### src/rtl/core/saic_pkg.sv
`timescale 1ns / 1ps
// Shared types, constants and lamp helpers of the intersection controller.
package saic_pkg;

  localparam int TIMER_BITS_DEFAULT = 8;
  localparam int CFG_WIDTH = 8;
  localparam int CFG_INDEX_WIDTH = 2;
  localparam int LAMP_WIDTH = 24;
  localparam int DEMAND_WIDTH = 4;

  localparam logic [CFG_WIDTH-1:0] RIGHT_LIMIT_RESET = 8'd5;
  localparam logic [CFG_WIDTH-1:0] STRAIGHT_LIMIT_RESET = 8'd5;
  localparam logic [CFG_WIDTH-1:0] YELLOW_TICKS_RESET = 8'd1;
  localparam logic [7:0] PICKER_SEED = 8'h5A;

  // Lamp groups; a straight lane adds 0 to its group, a right-turn lane adds 1.
  localparam logic [2:0] G_RED = 3'd0;
  localparam logic [2:0] G_YELLOW = 3'd2;
  localparam logic [2:0] G_GREEN = 3'd4;

  // All straight and right-turn reds lit.
  localparam logic [LAMP_WIDTH-1:0] LAMP_RESET = 24'h0000FF;

  typedef enum logic [CFG_INDEX_WIDTH-1:0] {
    CFG_RIGHT_LIMIT = 2'd0,
    CFG_STRAIGHT_LIMIT = 2'd1,
    CFG_YELLOW_TICKS = 2'd2
  } cfg_index_t;

  typedef enum logic [2:0] {
    MODE_DISPATCH = 3'd0,
    MODE_IDLE_YELLOW = 3'd1,
    MODE_RIGHT = 3'd2,
    MODE_STRAIGHT = 3'd3
  } mode_t;

  typedef struct packed {
    logic [CFG_WIDTH-1:0] right_limit;
    logic [CFG_WIDTH-1:0] straight_limit;
    logic [CFG_WIDTH-1:0] yellow_ticks;
  } cfg_t;

  typedef struct packed {
    mode_t mode;
    logic pair;
    logic pending;
    logic [1:0] carried;
    logic [1:0] idle_side;
    logic idle_on;
    logic [7:0] picker;
    logic [LAMP_WIDTH-1:0] lamp;
  } ctrl_t;

  // Lamp of group g and side s sits at bit 4*g+s, which is just {g, s}.
  function automatic logic [LAMP_WIDTH-1:0] put_lamp(logic [LAMP_WIDTH-1:0] v,
                                                     logic [2:0] g, logic [1:0] s,
                                                     logic on);
    logic [LAMP_WIDTH-1:0] r;
    r = v;
    r[{g, s}] = on;
    return r;
  endfunction

  function automatic logic [LAMP_WIDTH-1:0] shift_lane(logic [LAMP_WIDTH-1:0] v,
                                                       logic t, logic [1:0] s,
                                                       logic [2:0] from_g,
                                                       logic [2:0] to_g);
    logic [LAMP_WIDTH-1:0] r;
    r = put_lamp(v, from_g + {2'b00, t}, s, 1'b0);
    r = put_lamp(r, to_g + {2'b00, t}, s, 1'b1);
    return r;
  endfunction

  function automatic logic lamp_on(logic [LAMP_WIDTH-1:0] v, logic [2:0] g, logic [1:0] s);
    return v[{g, s}];
  endfunction

  function automatic logic lane_red(logic [LAMP_WIDTH-1:0] v, logic t, logic [1:0] s);
    return !v[{G_GREEN + {2'b00, t}, s}] && !v[{G_YELLOW + {2'b00, t}, s}];
  endfunction

  function automatic logic pair_demand(logic pair, logic [DEMAND_WIDTH-1:0] sd,
                                       logic [DEMAND_WIDTH-1:0] rd);
    logic [DEMAND_WIDTH-1:0] any;
    any = sd | rd;
    return pair ? |any[3:2] : |any[1:0];
  endfunction

  // Opens the green of every lane of the served pair whose sensor is set.
  function automatic logic [LAMP_WIDTH-1:0] open_phase(logic [LAMP_WIDTH-1:0] v, logic t,
                                                       logic pair,
                                                       logic [DEMAND_WIDTH-1:0] d);
    logic [LAMP_WIDTH-1:0] r;
    r = v;
    if (d[{pair, 1'b0}]) r = shift_lane(r, t, {pair, 1'b0}, G_RED, G_GREEN);
    if (d[{pair, 1'b1}]) r = shift_lane(r, t, {pair, 1'b1}, G_RED, G_GREEN);
    return r;
  endfunction

  function automatic logic phase_lit(logic [LAMP_WIDTH-1:0] v, logic t, logic pair);
    return !(lane_red(v, t, {pair, 1'b0}) && lane_red(v, t, {pair, 1'b1}));
  endfunction

  // x^8 + x^6 + x^5 + x^4 + 1
  function automatic logic [7:0] picker_step(logic [7:0] p);
    return {p[6:0], p[7] ^ p[5] ^ p[4] ^ p[3]};
  endfunction

endpackage

### src/rtl/core/saic_cfg.sv
`timescale 1ns / 1ps
// Configuration register file: green limits and yellow time.
module saic_cfg (
  input  logic                                 clk,
  input  logic                                 rst,
  input  logic                                 we,
  input  logic [saic_pkg::CFG_INDEX_WIDTH-1:0] index,
  input  logic [saic_pkg::CFG_WIDTH-1:0]       wdata,
  output saic_pkg::cfg_t                       cfg
);

  always_ff @(posedge clk) begin
    if (rst) begin
      cfg.right_limit <= saic_pkg::RIGHT_LIMIT_RESET;
      cfg.straight_limit <= saic_pkg::STRAIGHT_LIMIT_RESET;
      cfg.yellow_ticks <= saic_pkg::YELLOW_TICKS_RESET;
    end else if (we) begin
      case (index)
        saic_pkg::CFG_RIGHT_LIMIT: cfg.right_limit <= wdata;
        saic_pkg::CFG_STRAIGHT_LIMIT: cfg.straight_limit <= wdata;
        saic_pkg::CFG_YELLOW_TICKS: cfg.yellow_ticks <= wdata;
        default: ;
      endcase
    end
  end

endmodule

### src/rtl/core/saic_step.sv
`timescale 1ns / 1ps
// Next-state logic for one tick: dispatch, idle yellow and the phase sequencer.
module saic_step #(
  parameter int TIMER_BITS = saic_pkg::TIMER_BITS_DEFAULT
) (
  input  saic_pkg::ctrl_t                       cur,
  input  logic [TIMER_BITS-1:0]                 phase_elapsed,
  input  logic [1:0][TIMER_BITS-1:0]            yel_elapsed,
  input  saic_pkg::cfg_t                        cfg,
  input  logic [saic_pkg::DEMAND_WIDTH-1:0]     sd,
  input  logic [saic_pkg::DEMAND_WIDTH-1:0]     rd,
  output saic_pkg::ctrl_t                       nxt,
  output logic [TIMER_BITS-1:0]                 phase_elapsed_next,
  output logic [1:0][TIMER_BITS-1:0]            yel_elapsed_next
);

  localparam int CW = (TIMER_BITS > saic_pkg::CFG_WIDTH) ? TIMER_BITS : saic_pkg::CFG_WIDTH;

  function automatic logic [TIMER_BITS-1:0] sat_inc(logic [TIMER_BITS-1:0] e);
    return (e == '1) ? e : e + TIMER_BITS'(1);
  endfunction

  // A saturated count always counts as expired.
  function automatic logic expired(logic [TIMER_BITS-1:0] e,
                                   logic [saic_pkg::CFG_WIDTH-1:0] lim);
    return (CW'(e) >= CW'(lim)) || (e == '1);
  endfunction

  always_comb begin
    saic_pkg::ctrl_t n;
    logic [TIMER_BITS-1:0] pe;
    logic [1:0][TIMER_BITS-1:0] ye;
    logic t;
    logic [saic_pkg::DEMAND_WIDTH-1:0] d;
    logic [saic_pkg::CFG_WIDTH-1:0] lim;
    logic [1:0] a;
    logic [1:0] b;
    logic [1:0] side;
    logic [2:0] cnt;
    logic chain;

    n = cur;
    pe = phase_elapsed;
    ye = yel_elapsed;
    chain = 1'b0;
    t = (cur.mode == saic_pkg::MODE_RIGHT);
    d = t ? rd : sd;
    lim = t ? cfg.right_limit : cfg.straight_limit;
    a = {cur.pair, 1'b0};
    b = {cur.pair, 1'b1};
    cnt = 3'($countones(sd | rd));

    case (cur.mode)
      saic_pkg::MODE_RIGHT, saic_pkg::MODE_STRAIGHT: begin
        pe = sat_inc(pe);
        for (int l = 0; l < 2; l++) begin
          side = {cur.pair, 1'(l)};
          if (saic_pkg::lamp_on(n.lamp, saic_pkg::G_YELLOW + {2'b00, t}, side))
            ye[l] = sat_inc(ye[l]);
        end
        for (int l = 0; l < 2; l++) begin
          side = {cur.pair, 1'(l)};
          if (saic_pkg::lamp_on(n.lamp, saic_pkg::G_GREEN + {2'b00, t}, side) &&
              (!d[side] || expired(pe, lim))) begin
            n.lamp = saic_pkg::shift_lane(n.lamp, t, side, saic_pkg::G_GREEN,
                                          saic_pkg::G_YELLOW);
            ye[l] = '0;
          end
        end
        for (int l = 0; l < 2; l++) begin
          side = {cur.pair, 1'(l)};
          if (saic_pkg::lamp_on(n.lamp, saic_pkg::G_YELLOW + {2'b00, t}, side) &&
              expired(ye[l], cfg.yellow_ticks))
            n.lamp = saic_pkg::shift_lane(n.lamp, t, side, saic_pkg::G_YELLOW,
                                          saic_pkg::G_RED);
        end
        // During the right-turn phase a straight lane may open once the
        // opposite side's right-turn lane has gone red.
        if (t) begin
          if (saic_pkg::lane_red(n.lamp, 1'b1, b) && !n.carried[0] && sd[a]) begin
            n.carried[0] = 1'b1;
            n.lamp = saic_pkg::shift_lane(n.lamp, 1'b0, a, saic_pkg::G_RED, saic_pkg::G_GREEN);
          end
          if (saic_pkg::lane_red(n.lamp, 1'b1, a) && !n.carried[1] && sd[b]) begin
            n.carried[1] = 1'b1;
            n.lamp = saic_pkg::shift_lane(n.lamp, 1'b0, b, saic_pkg::G_RED, saic_pkg::G_GREEN);
          end
        end
        if (saic_pkg::lane_red(n.lamp, t, a) && saic_pkg::lane_red(n.lamp, t, b))
          chain = 1'b1;
      end
      saic_pkg::MODE_IDLE_YELLOW: begin
        pe = sat_inc(pe);
        if (expired(pe, cfg.yellow_ticks)) begin
          n.lamp = saic_pkg::shift_lane(n.lamp, 1'b0, cur.idle_side, saic_pkg::G_YELLOW,
                                        saic_pkg::G_RED);
          n.idle_on = 1'b0;
          n.picker = saic_pkg::picker_step(cur.picker);
          n.idle_side = n.picker[1:0];
          n.mode = saic_pkg::MODE_DISPATCH;
        end
      end
      default: begin
        if (cnt == 3'd0) begin
          if (!cur.idle_on) begin
            n.lamp = saic_pkg::shift_lane(n.lamp, 1'b0, cur.idle_side, saic_pkg::G_RED,
                                          saic_pkg::G_GREEN);
            n.idle_on = 1'b1;
          end
        end else if (cur.idle_on) begin
          n.lamp = saic_pkg::shift_lane(n.lamp, 1'b0, cur.idle_side, saic_pkg::G_GREEN,
                                        saic_pkg::G_YELLOW);
          pe = '0;
          n.mode = saic_pkg::MODE_IDLE_YELLOW;
        end else begin
          if (cnt >= 3'd3) begin
            n.pending = 1'b1;
          end else if (saic_pkg::pair_demand(cur.pair, sd, rd)) begin
            n.pending = 1'b1;
          end else begin
            n.pair = ~cur.pair;
            n.pending = 1'b0;
          end
          n.carried = 2'b00;
          n.mode = saic_pkg::MODE_RIGHT;
          pe = '0;
          n.lamp = saic_pkg::open_phase(n.lamp, 1'b1, n.pair, rd);
          if (!saic_pkg::phase_lit(n.lamp, 1'b1, n.pair)) chain = 1'b1;
        end
      end
    endcase

    // A phase that lights nothing ends at once and hands over in the same tick.
    for (int k = 0; k < 4; k++) begin
      if (chain) begin
        if (n.mode == saic_pkg::MODE_RIGHT) begin
          n.mode = saic_pkg::MODE_STRAIGHT;
          pe = '0;
          n.lamp = saic_pkg::open_phase(n.lamp, 1'b0, n.pair, sd);
          if (saic_pkg::phase_lit(n.lamp, 1'b0, n.pair)) chain = 1'b0;
        end else if (n.mode == saic_pkg::MODE_STRAIGHT) begin
          n.carried = 2'b00;
          n.pair = ~n.pair;
          if (n.pending && saic_pkg::pair_demand(n.pair, sd, rd)) begin
            n.pending = 1'b0;
            n.mode = saic_pkg::MODE_RIGHT;
            pe = '0;
            n.lamp = saic_pkg::open_phase(n.lamp, 1'b1, n.pair, rd);
            if (saic_pkg::phase_lit(n.lamp, 1'b1, n.pair)) chain = 1'b0;
          end else begin
            n.pending = 1'b0;
            n.mode = saic_pkg::MODE_DISPATCH;
            chain = 1'b0;
          end
        end else begin
          chain = 1'b0;
        end
      end
    end

    nxt = n;
    phase_elapsed_next = pe;
    yel_elapsed_next = ye;
  end

endmodule

### src/rtl/core/sensor_actuated_intersection_controller_core.sv
`timescale 1ns / 1ps
// Top level of the actuated four-way intersection controller.
//
// Each input beat is one time tick carrying the straight and right-turn demand
// sensors of the four sides; each output beat carries the 24 lamp bits as they
// stand after that tick. While the output is taken, the block takes one beat per
// clock cycle: a beat is caught in an input register, the controller state
// advances in one pass of next-state logic, and the lamps land in an output
// register. While a finished result waits on the output side, the input
// register holds one more tick and then stalls the input until the result is
// taken. Phase and yellow counters are TIMER_BITS wide and saturate. The user
// writes configuration through the cfg port only while no tick is in flight;
// the block itself does not enforce this. No clearing pass is needed after
// reset.
module sensor_actuated_intersection_controller_core #(
  parameter int TIMER_BITS = saic_pkg::TIMER_BITS_DEFAULT
) (
  input  logic                                 clk,
  input  logic                                 rst,
  input  logic                                 s_axis_tvalid,
  output logic                                 s_axis_tready,
  // [3:0] straight_demand, [7:4] right_demand
  input  logic [7:0]                           s_axis_tdata,
  output logic                                 m_axis_tvalid,
  input  logic                                 m_axis_tready,
  // [3:0] red_straight, [7:4] red_turn, [11:8] yellow_straight,
  // [15:12] yellow_turn, [19:16] green_straight, [23:20] green_turn
  output logic [23:0]                          m_axis_tdata,
  input  logic                                 cfg_we,
  input  logic [saic_pkg::CFG_INDEX_WIDTH-1:0] cfg_index,
  input  logic [saic_pkg::CFG_WIDTH-1:0]       cfg_wdata
);

  saic_pkg::cfg_t cfg;
  saic_pkg::ctrl_t ctrl;
  saic_pkg::ctrl_t ctrl_next;
  logic [TIMER_BITS-1:0] phase_elapsed;
  logic [TIMER_BITS-1:0] phase_elapsed_next;
  logic [1:0][TIMER_BITS-1:0] yel_elapsed;
  logic [1:0][TIMER_BITS-1:0] yel_elapsed_next;

  logic in_valid;
  logic [saic_pkg::DEMAND_WIDTH-1:0] in_sd;
  logic [saic_pkg::DEMAND_WIDTH-1:0] in_rd;
  logic out_valid;
  logic [saic_pkg::LAMP_WIDTH-1:0] out_lamp;
  logic advance;
  logic in_take;

  saic_cfg u_cfg (
    .clk   (clk),
    .rst   (rst),
    .we    (cfg_we),
    .index (cfg_index),
    .wdata (cfg_wdata),
    .cfg   (cfg)
  );

  saic_step #(
    .TIMER_BITS (TIMER_BITS)
  ) u_step (
    .cur                (ctrl),
    .phase_elapsed      (phase_elapsed),
    .yel_elapsed        (yel_elapsed),
    .cfg                (cfg),
    .sd                 (in_sd),
    .rd                 (in_rd),
    .nxt                (ctrl_next),
    .phase_elapsed_next (phase_elapsed_next),
    .yel_elapsed_next   (yel_elapsed_next)
  );

  assign advance = in_valid && (!out_valid || m_axis_tready);
  assign s_axis_tready = !in_valid || advance;
  assign in_take = s_axis_tvalid && s_axis_tready;
  assign m_axis_tvalid = out_valid;
  assign m_axis_tdata = out_lamp;

  always_ff @(posedge clk) begin
    if (rst) begin
      in_valid <= 1'b0;
      out_valid <= 1'b0;
      ctrl.mode <= saic_pkg::MODE_DISPATCH;
      ctrl.pair <= 1'b0;
      ctrl.pending <= 1'b0;
      ctrl.carried <= 2'b00;
      ctrl.idle_side <= 2'b00;
      ctrl.idle_on <= 1'b0;
      ctrl.picker <= saic_pkg::PICKER_SEED;
      ctrl.lamp <= saic_pkg::LAMP_RESET;
      phase_elapsed <= '0;
      yel_elapsed <= '0;
    end else begin
      if (in_take) begin
        in_valid <= 1'b1;
      end else if (advance) begin
        in_valid <= 1'b0;
      end
      if (advance) begin
        out_valid <= 1'b1;
        ctrl <= ctrl_next;
        phase_elapsed <= phase_elapsed_next;
        yel_elapsed <= yel_elapsed_next;
      end else if (m_axis_tready) begin
        out_valid <= 1'b0;
      end
    end
  end

  always_ff @(posedge clk) begin
    if (in_take) begin
      in_sd <= s_axis_tdata[3:0];
      in_rd <= s_axis_tdata[7:4];
    end
    if (advance) begin
      out_lamp <= ctrl_next.lamp;
    end
  end

`ifndef SYNTHESIS
  // Every straight lane shows exactly one of red, yellow and green.
  a_straight_one_lamp: assert property (@(posedge clk) disable iff (rst)
    ((ctrl.lamp[3:0] | ctrl.lamp[11:8] | ctrl.lamp[19:16]) == 4'hF) &&
    ((ctrl.lamp[3:0] & ctrl.lamp[11:8]) == 4'h0) &&
    ((ctrl.lamp[3:0] & ctrl.lamp[19:16]) == 4'h0) &&
    ((ctrl.lamp[11:8] & ctrl.lamp[19:16]) == 4'h0))
    else $error("straight lane lamps inconsistent");

  // Every right-turn lane shows exactly one of red, yellow and green.
  a_right_one_lamp: assert property (@(posedge clk) disable iff (rst)
    ((ctrl.lamp[7:4] | ctrl.lamp[15:12] | ctrl.lamp[23:20]) == 4'hF) &&
    ((ctrl.lamp[7:4] & ctrl.lamp[15:12]) == 4'h0) &&
    ((ctrl.lamp[7:4] & ctrl.lamp[23:20]) == 4'h0) &&
    ((ctrl.lamp[15:12] & ctrl.lamp[23:20]) == 4'h0))
    else $error("right-turn lane lamps inconsistent");

  // Outside the phase sequencer all right-turn lanes are red.
  a_right_red_when_idle: assert property (@(posedge clk) disable iff (rst)
    (ctrl.mode == saic_pkg::MODE_DISPATCH || ctrl.mode == saic_pkg::MODE_IDLE_YELLOW)
    |-> (ctrl.lamp[7:4] == 4'hF))
    else $error("right-turn lamp lit outside a phase");

  // The side picker can never fall into the all-zero lock-up state.
  a_picker_nonzero: assert property (@(posedge clk) disable iff (rst)
    ctrl.picker != 8'h00)
    else $error("side picker reached zero");

  // A tick that leaves the input register shows up as the next result beat.
  a_result_loaded: assert property (@(posedge clk) disable iff (rst)
    advance |=> (m_axis_tvalid && m_axis_tdata == ctrl.lamp))
    else $error("result beat does not match controller lamps");
`endif

endmodule

### config.mk
export PLATFORM = sky130hd
export DESIGN_NAME = sensor_actuated_intersection_controller_core
export DESIGN_NICKNAME = d
export VERILOG_FILES = /design/src/rtl/core/saic_pkg.sv /design/src/rtl/core/saic_cfg.sv /design/src/rtl/core/saic_step.sv /design/src/rtl/core/sensor_actuated_intersection_controller_core.sv
export SDC_FILE = /design/constraint.sdc
export NUM_CORES = 1
export LEC_CHECK = 0
export BUFFER_PORTS_ARGS = -buffer_cell sky130_fd_sc_hd__buf_4
export CORE_ASPECT_RATIO = 1.2
export CORE_UTILIZATION = 47
export CTS_BUF_LIST = sky130_fd_sc_hd__clkbuf_8 sky130_fd_sc_hd__clkbuf_16
export CTS_CLUSTER_DIAMETER = 100
export DETAILED_ROUTE_END_ITERATION = 7
export PLACE_DENSITY = 0.68
export SYNTH_ARGS = -nofsm -noshare
export SYNTH_HDL_FRONTEND = slang
export SYNTH_HIERARCHICAL = 1
export SYNTH_SLANG_ARGS = --single-unit
### constraint.sdc
create_clock -name clk -period 17.12 [get_ports clk]
set_clock_uncertainty 0.2 [all_clocks]
set_input_delay 3.424 -clock clk [delete_from_list [all_inputs] [get_ports clk]]
set_output_delay 3.424 -clock clk [all_outputs]
set_load 0.01 [all_outputs]
==> run_results.csv, run 1 <==
group,metric,value,unit
clock_tree,cts-root-buf,"clkbuf_16",
global_routing,grt_busiest_layer,"met2",
floorplan,die_x,133,um
cells_and_area,drive_above_1_share,0.122,
power_and_ir_drop,p_sw_frac,0.326,
clock_tree,clk-insertion-delay-late,0.43,ns
global_routing,grt_pass1_vias,8134,
clock_tree,cts-hold-fix-buffers,0,
cells_and_area,final-seq-area,0.00280,sq mm
sta,tns,0,ns
worst_hold_path,holdPathStages,2,
power_and_ir_drop,intPower,593,uW
yosys,syn_nets,1208,
yosys,netlist_area,0.00962,sq mm
yosys,ys_ff_latch,124,
global_routing,grt_max_degree,142,
yosys,seq_area_frac_synth,0.291,
cells_and_area,area_growth_syn_to_layout,9.48,%
cells_and_area,multi_input_area,0.00631,sq mm
cells_and_area,finalNonFillerCells,1421,
critical_path,path_max_fanout,4,
critical_path,critPathArrivalTime,3.93,ns
critical_path,max_stage_delay,0.15,ns
flow_run,drv_cap,0,
yosys,yosys.area.top_type,"dfxtp_1",
run_status,run_status,"complete, no violations",
sta,fin_crit,7.55,ns
detailed_routing,ant_nets,0,
power_and_ir_drop,switchingPower,286,uW
yosys,synthFlopType,"dfxtp_1",
power_and_ir_drop,ir_drop,73.1,uV
global_routing,antenna_found_initial,0,
yosys,ys_top_cells_by_area,"dfxtp_1 (19%), mux2i_1 (11%), edfxtp_1 (10%)",
global_routing,grtUsageMet1,0.309,
placed_design,finalWeightedCongestion,0.985,
floorplan,rows,56,
placed_design,hpwl,19200,um
sta,finalHoldViolCount,0,
sta,slew_viol_final,0,
power_and_ir_drop,power.share.clock,0.385,
power_and_ir_drop,seq_power_share,0.372,
critical_path,r2r_cells,25,
detailed_routing,dr.pass1.iters,6,
detailed_routing,routed_wl,26900,um
global_routing,track_usage,0.258,
critical_path,crit_chain,"buf_4 -> nor2b_4 -> nand2_1 -> buf_4",
critical_path,cp.required,13.50,ns
power_and_ir_drop,power_frac_comb,0.243,
cells_and_area,fin_area,0.0105,sq mm
sta,worst_pin_slew,1.10,ns
critical_path,slowest_stage,"nor2b_4",
cells_and_area,nets,1210,
global_routing,overflow,0,
sta,setup_violations,0,
placed_design,dpl.cell_count,1390,
critical_path,cpMostUsedCell,"buf_4",
critical_path,start_kind,"primary input",
yosys,yosys_warnings,6,
cells_and_area,diodes,0,
floorplan,io-pin-count,49,
critical_path,path_class,"primary input to primary output",
clock_tree,htree_num_levels,4,
floorplan,start_util,0.485,
sta,max_freq,0.132,GHz
clock_tree,cts_tree,"done",
detailed_routing,vias,8611,
power_and_ir_drop,leakagePower,3.90,nW
critical_path,end_kind,"primary output",
detailed_routing,drt_iter0_drc,864,
clock_tree,clk_pin_slew_worst_paths,0.06,ns
detailed_routing,wl_per_cell,19.0,um
global_routing,groute.layer.met3.usage,0.0447,
clock_tree,cts.path.max_buffers,2,
placed_design,place_area,0.00998,sq mm
floorplan,die_area,0.0211,sq mm
clock_tree,post_cts_buffers,0,
clock_tree,cts_resized,0,
yosys,postSynthAreaPerCell,8.40,sq um
cells_and_area,fillerInstances,1890,
sta,fin_crit_sh,0.441,
clock_tree,cts_sinks,124,
yosys,synth-edff-count,32,
yosys,yosysUniqueCellTypes,96,
yosys,netlist_instances,1146,
yosys,async_flop_share,0,
sta,rsz0062_at_grt,"no",
power_and_ir_drop,power.density,83.5,mW/mm^2
sta,slew_headroom,0.268,
worst_hold_path,hold_class,"flop to flop",
detailed_routing,drc,0,
placed_design,io_buffers,48,
global_routing,grt_util_met2,0.435,
global_routing,grt_pass1_wl,42900,um
floorplan,placeableCoreArea,0.0198,sq mm
yosys,synth_top_area_frac,0.191,
cells_and_area,post-route-util,0.531,
detailed_routing,viasPerCell,6.06,
clock_tree,numCtsBuffers,17,
floorplan,fp.dieH,159,um
[critical path, delay by kind of cell]
family,cells,cell delay (ns)
buffers and inverters,2,0.26
and+or+nand+nor,2,0.24
[routing by layer]
layer	share of wire	wire length [um]
met2	0.48	13000
met5	0	0
met3	0.063	1710
met1	0.41	11100
met4	0.041	1110
[metrics by stage]
| step | worst slack (ns) | power (mW) | hold WS, ns |
|---|---|---|---|
| 2_1_floorplan | 9.86 | 0.484 | 0.245 |
| 3_3_place_gp | 9.57 | 0.539 | 0.259 |
| 3_5_place_dp | 9.57 | 0.540 | 0.266 |
| 4_1_cts | 9.57 | 0.880 | 0.277 |
| 5_1_grt | 9.32 | 0.918 | 0.290 |
| 6_report | 9.57 | 0.880 | 0.275 |
[power by group through the flow]
stage               Sequential, mW  Clock [mW]  Combinational, mW
CTS                          0.327       0.345              0.209
detailed placement           0.333           0              0.207
finish                       0.327       0.339              0.214
global placement             0.333           0              0.206
floorplan                    0.329           0              0.154
global route                 0.328       0.360              0.230
[placed cells by master, fill, tap and decap left out, types with 7 or more instances in the layout]
cell type / instances
nand2b_1: 142
nand2_1: 113
mux2i_1: 109
nor2_1: 99
dfxtp_1: 92
a21oi_1: 67
buf_4: 59
o21ai_0: 47
ha_1: 38
edfxtp_1: 32
inv_1: 25
nor3_1: 22
nand3_1: 21
clkbuf_16: 17
o31ai_1: 13
and2_1: 12
and3_1: 11
mux2_2: 11
a31oi_1: 10
a211oi_1: 10
a21o_1: 8
o211ai_1: 8
a22oi_1: 8
nor2b_1: 7
o21a_1: 7
xor2_1: 7
or2_2: 7
[layout make-up]
type,count,area share
Sequential cell,124,0.266
Tap cell,261,0.0310
Clock buffer,17,0.0404
Inverter,26,0.00926
Multi-Input combinational cell,920,0.599
Clock inverter,14,0.0118
Timing Repair Buffer,59,0.0420
[state kept, by name (all words and copies together) (netlist names)]
name / flops
ctrl: 42
in_sd: 4
m_axis_tdata: 24
m_axis_tvalid: 1
yel_elapsed: 16
u_cfg/cfg: 24
in_valid: 1
in_rd: 4
phase_elapsed: 8
[synthesized netlist by cell type, types with 10 or more instances]
library cell	number
nand2b_1	142
nand2_1	113
mux2i_1	109
nor2_1	99
dfxtp_1	92
a21oi_1	67
clkbuf_1	49
o21ai_0	47
ha_1	38
edfxtp_1	32
inv_1	25
nor3_1	22
nand3_1	21
o31ai_1	13
and2_1	12
and3_1	11
mux2_2	11
a211oi_1	10
a31oi_1	10
buf_2	10
[cell families (layout without fill, tap and decap cells)]
family	after synthesis	in the layout	synth area share
AO/OA/AOI/OAI	259	259	0.191
XOR/XNOR	13	13	0.0118
adder cells (fa/ha/maj)	39	39	0.0515
buffers and inverters	102	116	0.0532
flip-flops	124	124	0.291
multiplexers	125	125	0.138
AND/OR/NAND/NOR	484	484	0.264
[worst paths after layout]
path | from | endpoint | slack [ns]
worst min-delay path | u_cfg/cfg[14]$_SDFFE_PP0P_ | u_cfg/cfg[14]$_SDFFE_PP0P_ | 0.28
worst min register to register | u_cfg/cfg[14]$_SDFFE_PP0P_ | u_cfg/cfg[14]$_SDFFE_PP0P_ | 0.28
worst max register to register | phase_elapsed[0]$_SDFFE_PP0P_ | ctrl[17]$_SDFFE_PP0P_ | 9.62
worst max-delay path | m_axis_tready | s_axis_tready | 9.57
(Power assumes the default switching activity.)
==> run 2, diff against run 1 <==
--- a/config.mk
+++ b/config.mk
@@ -11,7 +11,7 @@
 export CTS_BUF_LIST = sky130_fd_sc_hd__clkbuf_8 sky130_fd_sc_hd__clkbuf_16
 export CTS_CLUSTER_DIAMETER = 100
 export DETAILED_ROUTE_END_ITERATION = 7
-export PLACE_DENSITY = 0.68
+export PLACE_DENSITY = 0.7
 export SYNTH_ARGS = -nofsm -noshare
 export SYNTH_HDL_FRONTEND = slang
 export SYNTH_HIERARCHICAL = 1
==> constraint.sdc (replaced) <==
create_clock -name clk -period 6.5 [get_ports clk]
set_clock_uncertainty 0.2 [all_clocks]
set_input_delay 1.3 -clock clk [delete_from_list [all_inputs] [get_ports clk]]
set_output_delay 1.3 -clock clk [all_outputs]
set_load 0.01 [all_outputs]
==> run_results.csv, run 2 (same netlist as run 1, synthesis figures left out) <==
group,metric,value,unit
floorplan,die_area,0.0211,sq mm
flow_run,drv_cap,0,
detailed_routing,viasPerCell,6.07,
detailed_routing,vias,8867,
critical_path,cpLargestDelayFamily,"compound AO/OA/AOI/OAI gates",
global_routing,overflow,0,
power_and_ir_drop,power.density,215,mW/mm^2
clock_tree,clk-insertion-delay-late,0.43,ns
detailed_routing,ant_nets,0,
critical_path,cp.required,6.66,ns
sta,max_freq,0.159,GHz
placed_design,finalWeightedCongestion,1.04,
detailed_routing,dr.pass1.iters,5,
critical_path,slowest_stage,"or4b_1",
cells_and_area,final_cell_mix,"nand2b_1 (142), nand2_1 (113), mux2i_1 (109)",
power_and_ir_drop,power_frac_comb,0.261,
clock_tree,clk_pin_slew_worst_paths,0.06,ns
worst_hold_path,hold_class,"flop to flop",
power_and_ir_drop,switchingPower,792,uW
power_and_ir_drop,seq_power_share,0.366,
global_routing,antenna_found_initial,0,
cells_and_area,drive_above_1_share,0.162,
sta,slew_headroom,0.174,
clock_tree,cts-root-buf,"clkbuf_16",
power_and_ir_drop,p_sw_frac,0.336,
sta,worst_pin_slew,1.22,ns
critical_path,end_kind,"flop",
sta,tns,0,ns
floorplan,placeableCoreArea,0.0198,sq mm
global_routing,grt_max_degree,92,
detailed_routing,drt_iter0_drc,778,
clock_tree,htree_num_levels,4,
floorplan,die_x,133,um
cells_and_area,diodes,0,
detailed_routing,wl_per_cell,19.5,um
clock_tree,cts-hold-fix-buffers,0,
power_and_ir_drop,intPower,1.56,mW
clock_tree,cts.path.max_buffers,2,
clock_tree,cts_tree,"done",
cells_and_area,max_flop_register,"ctrl",
sta,rsz0062_at_grt,"no",
critical_path,path_max_fanout,11,
detailed_routing,drc,0,
cells_and_area,nets,1248,
power_and_ir_drop,leakagePower,4.13,nW
floorplan,start_util,0.485,
power_and_ir_drop,power.share.clock,0.373,
cells_and_area,finalNonFillerCells,1460,
placed_design,dpl.cell_count,1423,
global_routing,track_usage,0.273,
power_and_ir_drop,ir_drop,200,uV
sta,slew_viol_final,0,
placed_design,io_buffers,48,
cells_and_area,largest_reg_flops,42,
critical_path,critPathArrivalTime,6.44,ns
floorplan,io-pin-count,49,
run_status,run_status,"complete, no violations",
critical_path,start_kind,"flop",
cells_and_area,fin_area,0.0109,sq mm
clock_tree,numCtsBuffers,17,
floorplan,rows,56,
sta,setup_violations,0,
sta,fin_crit_sh,0.967,
detailed_routing,routed_wl,28500,um
placed_design,place_area,0.0102,sq mm
critical_path,crit_buf_inv,2,
critical_path,max_stage_delay,0.59,ns
cells_and_area,post-route-util,0.552,
clock_tree,cts_sinks,124,
floorplan,fp.dieH,159,um
cells_and_area,layout_commonest_cell,"nand2b_1",
global_routing,grt_pass1_vias,8446,
sta,fin_crit,6.28,ns
placed_design,hpwl,21000,um
critical_path,path_class,"flop to flop",
global_routing,grt_pass1_wl,45200,um
cells_and_area,area_growth_syn_to_layout,13.8,%
sta,finalHoldViolCount,0,
==> run 2: timing repair <==
item	4_1_cts	5_1_grt
setup endpoints to repair	9	41
pin swaps	1	6
setup buffers	1	4
gates resized for setup	1	20
==> run 2: final timing paths <==
path                                    from                         end  slack (ns)  cells past startpoint
setup / recovery       ctrl[41]$_SDFFE_PP0P_       ctrl[18]$_SDFFE_PP0P_        0.22                     25
hold / removal    u_cfg/cfg[11]$_SDFFE_PP0P_  u_cfg/cfg[11]$_SDFFE_PP0P_        0.28                      2
setup reg to reg       ctrl[41]$_SDFFE_PP0P_       ctrl[18]$_SDFFE_PP0P_        0.22                     25
hold reg to reg   u_cfg/cfg[11]$_SDFFE_PP0P_  u_cfg/cfg[11]$_SDFFE_PP0P_        0.28                      2
==> run 2: routing by layer <==
metal,part of all wire,global-route usage,vias to the layer above
li1,-,-,4209
met3,0.064,0.0511,108
met4,0.056,0.172,0
met2,0.48,0.454,389
met1,0.40,0.320,4161
met5,0,0,-
==> run 2: stage by stage <==
step                      power [mW]  hold WS, ns  setup slack (ns)
after floorplan                 1.27        0.245             0.107
final                           2.35        0.277             0.216
after global placement          1.44        0.260             0.215
after global routing            2.46        0.303           0.00673
after detailed placement        1.45        0.269           -0.0333
after CTS                       2.33        0.278            0.0469
==> run 2: worst register-to-register path, delay by kind of cell (launching register included) <==
family / cells / cell delay, ns
buffers and inverters: 2 / 0.40
multiplexers: 2 / 0.27
AND/OR/NAND/NOR: 7 / 2.03
adder cells (fa/ha/maj): 2 / 0.45
flip-flops: 1 / 0.32
AO/OA/AOI/OAI: 12 / 2.56
==> run 2: power groups by stage <==
stage               sequential [mW]  combinational [mW]  clock, mW
CTS                           0.860               0.576      0.898
floorplan                     0.868               0.407          0
global route                  0.865               0.656      0.935
global placement              0.876               0.568          0
finish                        0.862               0.614      0.879
detailed placement            0.876               0.571          0
==> run 2: final cells by class <==
cell class	instances	area [sq um]
fill	1833	8880
sequential	124	2800
inverter	26	97.6
clock buffer	17	425
timing repair buffer	97	728
tap	261	327
clock inverter	15	116
multi-input combinational	920	6450
==> run 3, diff against run 2 <==
--- a/config.mk
+++ b/config.mk
@@ -6,7 +6,6 @@
 export NUM_CORES = 1
 export LEC_CHECK = 0
 export BUFFER_PORTS_ARGS = -buffer_cell sky130_fd_sc_hd__buf_4
-export CORE_ASPECT_RATIO = 1.2
 export CORE_UTILIZATION = 47
 export CTS_BUF_LIST = sky130_fd_sc_hd__clkbuf_8 sky130_fd_sc_hd__clkbuf_16
 export CTS_CLUSTER_DIAMETER = 100
==> run_results.csv, run 3 (same netlist as run 1, synthesis figures left out) <==
group,metric,value,unit
clock_tree,cts-hold-fix-buffers,0,
clock_tree,htree_num_levels,4,
sta,slew_headroom,0.294,
floorplan,die_x,145,um
critical_path,path_class,"flop to flop",
power_and_ir_drop,seq_power_share,0.335,
power_and_ir_drop,switchingPower,785,uW
sta,hold_slack,0.271,ns
power_and_ir_drop,power,2.57,mW
clock_tree,cts_tree,"done",
cells_and_area,max_flop_register,"ctrl",
run_status,run_status,"complete, no violations",
cells_and_area,drive_above_1_share,0.165,
sta,worst_slack,0.290,ns
placed_design,hpwl,20600,um
detailed_routing,ant_nets,0,
global_routing,grt_max_degree,99,
clock_tree,cts.path.max_buffers,2,
detailed_routing,drc,0,
power_and_ir_drop,power.density,232,mW/mm^2
power_and_ir_drop,leakagePower,4.17,nW
sta,worst_pin_slew,1.06,ns
critical_path,critPathArrivalTime,6.30,ns
worst_hold_path,hold_class,"flop to flop",
detailed_routing,dr.pass1.iters,6,
clock_tree,cts_sinks,124,
power_and_ir_drop,power_frac_comb,0.237,
critical_path,cp.required,6.59,ns
floorplan,io-pin-count,49,
floorplan,die_area,0.0210,sq mm
sta,fin_crit_sh,0.955,
floorplan,placeableCoreArea,0.0198,sq mm
power_and_ir_drop,intPower,1.79,mW
clock_tree,numCtsBuffers,17,
power_and_ir_drop,p_sw_frac,0.305,
cells_and_area,finalNonFillerCells,1462,
cells_and_area,largest_reg_flops,42,
cells_and_area,diodes,0,
floorplan,start_util,0.486,
detailed_routing,viasPerCell,6.05,
clock_tree,cts-root-buf,"clkbuf_16",
floorplan,fp.dieH,145,um
sta,finalHoldViolCount,0,
placed_design,finalWeightedCongestion,1.00,
cells_and_area,fillerInstances,1839,
cells_and_area,nets,1246,
sta,slew_viol_final,0,
detailed_routing,routed_wl,28200,um
global_routing,overflow,0,
detailed_routing,drt_iter0_drc,920,
sta,fin_crit,6.21,ns
flow_run,drv_cap,0,
sta,tns,0,ns
cells_and_area,final_cell_mix,"nand2b_1 (142), nand2_1 (113), mux2i_1 (109)",
floorplan,rows,51,
global_routing,track_usage,0.269,
cells_and_area,area_growth_syn_to_layout,14.9,%
global_routing,grt_pass1_vias,8023,
placed_design,io_buffers,48,
critical_path,path_max_fanout,9,
critical_path,end_kind,"flop",
placed_design,dpl.cell_count,1426,
global_routing,antenna_found_initial,0,
sta,setup_violations,0,
sta,max_freq,0.161,GHz
critical_path,start_kind,"flop",
placed_design,preCtsSetupSlack,-0.101,ns
clock_tree,clk_pin_slew_worst_paths,0.06,ns
cells_and_area,layout_commonest_cell,"nand2b_1",
power_and_ir_drop,power.share.clock,0.428,
detailed_routing,vias,8846,
detailed_routing,wl_per_cell,19.3,um
clock_tree,clk-insertion-delay-late,0.43,ns
power_and_ir_drop,ir_drop,162,uV
global_routing,grt_pass1_wl,45000,um
==> run 3: metrics by stage <==
step,util,cell area (sq um)
floorplan,-,9620
global placement,0.517,10200
detailed placement,0.517,10200
CTS,0.552,10900
global route,0.559,11100
finish,0.559,11100
==> run 3: path summary, 6_finish.rpt <==
kind                                 start                          to  slack [ns]  cells after the start
max reg2reg  phase_elapsed[0]$_SDFFE_PP0P_        ctrl[6]$_SDFFE_PP1P_        0.29                     25
min             u_cfg/cfg[15]$_SDFFE_PP0P_  u_cfg/cfg[15]$_SDFFE_PP0P_        0.27                      2
max          phase_elapsed[0]$_SDFFE_PP0P_        ctrl[6]$_SDFFE_PP1P_        0.29                     25
min reg2reg     u_cfg/cfg[15]$_SDFFE_PP0P_  u_cfg/cfg[15]$_SDFFE_PP0P_        0.27                      2
==> run 3: layer usage <==
layer,GRT usage,up-vias,share of wire
li1,-,4217,-
met1,0.375,4175,0.46
met2,0.407,406,0.44
met3,0.0664,48,0.085
met4,0.0795,0,0.020
met5,0,-,0
==> run 3: area by class of cell <==
type                       count  area, sq um  area share
tap                          265          332      0.0300
timing repair buffer          95          717      0.0648
clock buffer                  17          425      0.0385
sequential                   124         2810       0.254
multi-input combinational    920         6440       0.582
inverter                      26         97.6     0.00883
clock inverter                15          245      0.0222
==> run 3: worst max-delay path, stage by stage, from the launching register on <==
cell	delay [ns]
dfxtp_1	0.38
ha_1	0.21
and4_1	0.28
nor3_1	0.06
a21oi_1	0.27
ha_1	0.31
a21o_1	0.17
a221oi_2	0.28
buf_4	0.16
o211a_2	0.21
o22ai_4	0.14
nor3_2	0.29
ha_1	0.29
o2111ai_1	0.18
nor2_1	0.07
a21oi_1	0.24
o32ai_4	0.22
o221a_4	0.40
a221oi_2	0.33
nand4b_2	0.27
a211oi_2	0.35
o21ai_1	0.13
a211oi_2	0.33
nor2_1	0.11
nor2_1	0.11
mux2i_1	0.08
==> run 3: what timing repair did <==
| item | CTS | global route |
|---|---|---|
| endpoints found under the setup margin | 32 | 39 |
| buffers inserted | 0 | 4 |
| resized for setup | 4 | 23 |
| pin swaps | 1 | 4 |
==> run 3: power by group through the flow <==
stage               logic [mW]  registers, mW  clock network, mW
floorplan                0.407          0.868                  0
global placement         0.571          0.877                  0
detailed placement       0.568          0.878                  0
CTS                      0.571          0.861               1.12
global route             0.654          0.865               1.15
finish                   0.608          0.862               1.10
